$ cat config.mk
export PLATFORM = sky130hd
export DESIGN_NAME = swmb_color_lane
export DESIGN_NICKNAME = d
export VERILOG_FILES = /design/src/rtl/core/swmb_pkg.sv /design/src/rtl/core/swmb_color_lane.sv
export SDC_FILE = /design/constraint.sdc
export NUM_CORES = 2
export LEC_CHECK = 0
export BUFFER_PORTS_ARGS = -buffer_cell sky130_fd_sc_hd__buf_2
export CELL_PAD_IN_SITES_DETAIL_PLACEMENT = 1
export CELL_PAD_IN_SITES_GLOBAL_PLACEMENT = 1
export CORE_ASPECT_RATIO = 0.7
export CORE_MARGIN = 2
export CORE_UTILIZATION = 47
export DETAILED_ROUTE_END_ITERATION = 10
export PLACE_DENSITY_LB_ADDON = 0.1
export SLEW_MARGIN = 20
export SYNTH_ARGS = -nofsm -noshare
export SYNTH_HDL_FRONTEND = slang
export SYNTH_SLANG_ARGS = --single-unit
export TNS_END_PERCENT = 30
$ cat constraint.sdc
create_clock -name i_clk -period 7.4 [get_ports i_clk]
set_input_delay 0.37 -clock i_clk [delete_from_list [all_inputs] [get_ports i_clk]]
set_output_delay 0.37 -clock i_clk [all_outputs]
set_load 0.005 [all_outputs]
$ cat src/rtl/core/swmb_pkg.sv
`timescale 1ns / 1ps
// ----------------------------------------------------------------------------
// swmb_pkg
// Shared constants, types and arithmetic helpers for the weathering blend.
// ----------------------------------------------------------------------------
package swmb_pkg;

    localparam int unsigned CH_W     = 16;
    localparam int unsigned WGT_W    = 13;
    localparam int unsigned STAGES   = 5;
    localparam int unsigned IN_W     = 208;
    localparam int unsigned OUT_W    = 128;

    localparam logic [WGT_W-1:0] ONE_Q12   = 13'd4096;
    localparam logic [15:0]      WET_SCALE = 16'd34079;
    localparam logic [15:0]      ROUGH_WET = 16'd7864;
    localparam logic [15:0]      ROUGH_SOOT = 16'd61604;
    localparam logic [15:0]      ROUGH_ASH = 16'd64225;
    localparam logic [15:0]      ROUGH_SED = 16'd58982;
    localparam logic [15:0]      ROUGH_MIN = 16'd1311;
    localparam logic [15:0]      GREEN_K   = 16'd47186;
    localparam logic [12:0]      HEAT_K    = 13'd5243;
    localparam logic [14:0]      GREEN_CAP = 15'd8192;
    localparam logic [14:0]      BLUE_KNEE = 15'd1434;

    localparam logic [15:0] SOOT_COLOR [3] = '{16'd1180, 16'd1049, 16'd918};
    localparam logic [15:0] ASH_COLOR  [3] = '{16'd28180, 16'd27525, 16'd26214};
    localparam logic [15:0] SED_COLOR  [3] = '{16'd23593, 16'd15073, 16'd7209};

    typedef struct packed {
        logic [STAGES-1:0] load;
    } t_swmb_ctl;

    function automatic logic [WGT_W-1:0] sat_unit(input logic [15:0] v);
        logic [WGT_W-1:0] r;
        if (v[15]) begin
            r = '0;
        end else if (v[14:0] > 15'(ONE_Q12)) begin
            r = ONE_Q12;
        end else begin
            r = v[WGT_W-1:0];
        end
        return r;
    endfunction

    function automatic logic [CH_W-1:0] blend(
        input logic [CH_W-1:0]  c,
        input logic [CH_W-1:0]  t,
        input logic [WGT_W-1:0] w
    );
        logic signed [16:0] diff;
        logic signed [30:0] prod;
        logic signed [31:0] acc;
        diff = $signed({1'b0, t}) - $signed({1'b0, c});
        prod = diff * $signed({1'b0, w});
        acc  = $signed({4'b0, c, 12'b0}) + 32'(prod) + 32'sd2048;
        return acc[27:12];
    endfunction

    function automatic logic [CH_W-1:0] sat_add(
        input logic [CH_W-1:0] a,
        input logic [CH_W-1:0] b
    );
        logic [CH_W:0] s;
        s = {1'b0, a} + {1'b0, b};
        return s[CH_W] ? '1 : s[CH_W-1:0];
    endfunction

endpackage

$ cat src/rtl/core/swmb_color_lane.sv
`timescale 1ns / 1ps
// ----------------------------------------------------------------------------
// swmb_color_lane
// Five-stage blend pipeline for one color channel: wet target, then the wet,
// soot, ash and sediment blends, one multiply per stage.
// ----------------------------------------------------------------------------
module swmb_color_lane (
    input  logic                    i_clk,
    input  swmb_pkg::t_swmb_ctl     i_ctl,
    input  logic [15:0]             i_color,
    input  logic [15:0]             i_soot_t,
    input  logic [15:0]             i_ash_t,
    input  logic [15:0]             i_sed_t,
    input  logic [12:0]             i_wet_w,
    input  logic [12:0]             i_soot_w,
    input  logic [12:0]             i_ash_w,
    input  logic [12:0]             i_sed_w,
    output logic [15:0]             o_color
);

    logic [31:0] n_wt_prod;
    logic [15:0] r_c1;
    logic [15:0] r_wt1;
    logic [15:0] r_c2;
    logic [15:0] r_c3;
    logic [15:0] r_c4;
    logic [15:0] r_c5;

    assign n_wt_prod = i_color * swmb_pkg::WET_SCALE + 32'd32768;

    always_ff @(posedge i_clk) begin
        if (i_ctl.load[0]) begin
            r_c1  <= i_color;
            r_wt1 <= n_wt_prod[31:16];
        end
        if (i_ctl.load[1]) begin
            r_c2 <= swmb_pkg::blend(r_c1, r_wt1, i_wet_w);
        end
        if (i_ctl.load[2]) begin
            r_c3 <= swmb_pkg::blend(r_c2, i_soot_t, i_soot_w);
        end
        if (i_ctl.load[3]) begin
            r_c4 <= swmb_pkg::blend(r_c3, i_ash_t, i_ash_w);
        end
        if (i_ctl.load[4]) begin
            r_c5 <= swmb_pkg::blend(r_c4, i_sed_t, i_sed_w);
        end
    end

    assign o_color = r_c5;

endmodule

==> impl_results.rst <==
.. list-table::
   :header-rows: 1

   * - Metric
     - Value
   * - Result of the run
     - finished, violations left
   * - Failing checks
     - negative setup slack
   * - Worst hold path type
     - in -> reg
   * - Arrival time of data at the critical path endpoint
     - 8110 ps
   * - Unrepaired setup endpoints after global routing
     - true
   * - Total DRC errors in the routed layout
     - 0
   * - Drt pass-1 iters
     - 5
   * - Most used flip-flop cell after synthesis
     - sky130_fd_sc_hd__edfxtp_1
   * - Count of routing violations after the opening detailed-route iteration
     - 1591
   * - Final worst path period need
     - just under 8000 ps
   * - Die Span X
     - 362 um
   * - Number of global-route vias before repair
     - 35800
   * - CTS H-tree depth
     - 3
   * - Launching element type of the critical path
     - register
   * - Most common cell in the synthesized netlist
     - sky130_fd_sc_hd__inv_1
   * - Average cell area after synthesis
     - 9.51 um2
   * - Antenna violations before repair
     - 2
   * - Worst Reg-to-Reg Cells
     - 30
   * - Maximum buffer depth of the clock tree
     - 2
   * - Final estimated routing congestion in global placement
     - about 0.88
   * - Critical register-to-register path startpoint
     - r_c4[0]
   * - Number of buffers added on ports
     - 137
   * - Total grt overflow
     - 0
   * - Kind of end point of the critical path
     - register
   * - Post-layout net count
     - 6596
   * - Detailed-route wire length per cell
     - 20.2 um
   * - Global-route wire length before repair
     - 200000 um
   * - Final Max Tran Viols
     - 0
   * - Share of the cycle needed by the critical path after routing
     - 1.07
   * - Upper clock frequency limit
     - between 100 and 150 MHz
   * - Number of instances on the worst hold path
     - 1
   * - Site row count
     - 91
   * - Slew @ Worst Pin
     - 868 ps
   * - Clock input transition at the sequential cells of the worst setup and hold paths
     - approximately 90 ps
   * - Yosys cell types
     - 67
   * - Fraction of final layout cells sized beyond drive strength 1
     - 0.218
   * - Vias per cell
     - between 5 and 6
   * - Leading cell types by count after synthesis
     - 1170 x sky130_fd_sc_hd__inv_1, 937 x sky130_fd_sc_hd__fa_1, 494 x sky130_fd_sc_hd__ha_1
   * - Beginning of the worst hold path
     - i_color[15]
   * - Biggest fanout along the worst timing path
     - 7
   * - Number of fill cells in the layout
     - around 10000
   * - Share of synthesized flip-flops with an asynchronous set or reset
     - 0
   * - Final hold slack
     - 307 ps
   * - Total core area
     - 88500 um2
   * - Insertion delay to the later sink of the worst-skew pair
     - 420 ps
   * - Critical path's largest stage delay
     - ~550 ps
   * - Routed Wire Length
     - 126000 um
   * - Count of maximum capacitance violations
     - 0
   * - Hold buffer count at cts
     - 0
   * - EDFF count, synth
     - 96
   * - Layout overhead on the synthesized area
     - 20.1%
   * - Slack of the worst reg-to-reg path
     - -530 ps
   * - Largest area contributor in the netlist
     - sky130_fd_sc_hd__fa_1
   * - Headroom to the max-slew limit
     - 0.417
   * - Post-route clock skew
     - 16.6 ps
   * - Req. time, crit path
     - roughly 7600 ps
   * - Top cell type's share of synthesized area
     - 0.445
   * - Final Hold Violating Endpoints
     - 0
   * - Floorplan die height
     - 255 um
   * - Post-route design area
     - approximately 50000 um2
   * - Clock tree from TritonCTS
     - built
   * - HPWL after detailed placement
     - about 110000 um
   * - Post-layout worst setup margin
     - -525 ps
   * - Vias after detailed routing
     - 31500
   * - Mapped Cells
     - 4435
   * - Yosys warning total
     - 0
   * - Count of clock tree sinks
     - 96
   * - Library cell used as clock root buffer
     - sky130_fd_sc_hd__clkbuf_16
   * - CP max stage cell
     - sky130_fd_sc_hd__fa_1
   * - DRT antenna net count
     - 0
   * - FF+latch count, synth
     - 96
   * - Total I/O pin count
     - 138
   * - Leading cell types by total area after synthesis
     - sky130_fd_sc_hd__fa_1 44%, sky130_fd_sc_hd__ha_1 15%, sky130_fd_sc_hd__inv_1 10%
   * - Post-synthesis net count
     - approximately 6000
   * - Instance area at placement
     - approximately 48000 um2
   * - WHS Endpoint
     - r_c1[15]
   * - Die Area
     - roughly 92000 um2
   * - R2R Path End
     - o_color[15]
   * - Critical path class
     - reg -> reg
   * - Gr usage total
     - 0.283
   * - Aggregate negative setup slack
     - -5540 ps
   * - Sequential area share after synthesis
     - 0.0683
   * - Combined area of all synthesized cells
     - 42200 um2
   * - Largest net degree at the start of global routing
     - 33
   * - Endpoints failing setup
     - 26
   * - Effective utilization at floorplan
     - 0.477
   * - Num CTS Buffers
     - 9
-- worst max-delay path: cells and delay by family, from the launching register on --
kind	cells	cell delay (ps)
adders and majority gates	9	3190
AOI/OAI and AO/OA	10	2590
and+or+nand+nor	3	380
DFF	1	470
buffers and inverters	6	660
xor gates and xnor gates	2	400
-- worst max-delay path by stage --
stage | cells after the start | slack (ps) | from | end
2_1_floorplan | 26 | -20 | i_sed_t[0] | o_color[15]
3_3_place_gp | 29 | -730 | i_sed_t[0] | o_color[15]
3_5_place_dp | 32 | -910 | i_sed_t[0] | o_color[15]
4_1_cts | 27 | -480 | r_c2[1] | r_c3[14]
5_1_grt | 31 | -750 | r_c4[0] | o_color[15]
6_report | 30 | -530 | r_c4[0] | o_color[15]
-- placed cells by master, fill, tap and decap left out, types with 16 or more instances in the layout --
cell type / count
sky130_fd_sc_hd__nand2b_1: 44
sky130_fd_sc_hd__nor2b_1: 69
sky130_fd_sc_hd__ha_1: 451
sky130_fd_sc_hd__edfxtp_1: 96
sky130_fd_sc_hd__o21ai_0: 25
sky130_fd_sc_hd__xnor2_1: 119
sky130_fd_sc_hd__inv_2: 39
sky130_fd_sc_hd__xnor2_2: 16
sky130_fd_sc_hd__ha_4: 35
sky130_fd_sc_hd__a21oi_2: 39
sky130_fd_sc_hd__a21oi_1: 38
sky130_fd_sc_hd__and2_4: 29
sky130_fd_sc_hd__nor2_1: 74
sky130_fd_sc_hd__buf_2: 138
sky130_fd_sc_hd__fa_1: 896
sky130_fd_sc_hd__nor3_1: 25
sky130_fd_sc_hd__buf_4: 549
sky130_fd_sc_hd__fa_2: 41
sky130_fd_sc_hd__and2_1: 409
sky130_fd_sc_hd__a21o_1: 31
sky130_fd_sc_hd__nand2_1: 356
sky130_fd_sc_hd__o21a_1: 27
sky130_fd_sc_hd__inv_1: 1127
sky130_fd_sc_hd__buf_6: 33
sky130_fd_sc_hd__xor2_1: 33
-- state kept, by name (all words and copies together), names as in the netlist --
signal   count
o_color     16
r_c2        16
r_c1        16
r_c3        16
r_wt1       16
r_c4        16
-- logic make-up (layout without fill, tap and decap cells) --
group / count (synthesis) / in the layout / share of synthesized area
fa+ha+maj: 1431 / 1431 / 0.591
buf+inv: 1302 / 1915 / 0.116
simple gates: 1129 / 1129 / 0.140
compound gates: 296 / 296 / 0.0469
xor+xnor: 181 / 181 / 0.0382
flops: 96 / 96 / 0.0683
other cells: 0 / 1 / 0
-- final cells by class --
cell class                 count  area [um2]  share of cell area
multi-input combinational   3037       36200               0.715
timing repair buffer         729        5360               0.106
inverter                    1170        4410              0.0870
sequential                    96        2880              0.0569
tap                         1162        1450              0.0287
clock buffer                   9         225             0.00445
clock inverter                 7         101             0.00200
antenna                        1        2.50           0.0000494
-- through the flow --
stage | utilization | worst slack [ps] | std cells
4_1_cts | 0.559 | -485 | 6171
2_1_floorplan | - | -21.4 | 4435
3_5_place_dp | 0.541 | -910 | 6109
6_report | 0.573 | -525 | 6211
3_3_place_gp | 0.541 | -728 | 6109
5_1_grt | 0.572 | -750 | 6210
-- metal layers --
metal,routed length (um),track usage,vias up
met5,0,0,-
met4,1940,0.0476,0
met3,8090,0.0549,112
met2,55800,0.440,744
met1,59900,0.417,16200
li1,-,-,14400
-- repair_timing --
action | 4_1_cts | 5_1_grt
endpoints found under the setup margin | 52 | 60
setup buffers | 46 | 49
pin swaps | 182 | 206
cloned | 1 | 1
gates resized for setup | 204 | 225
Power is left out: the tool's default activity adds up to more than one toggle a clock period on the data nets, which glitch-free logic cannot reach.
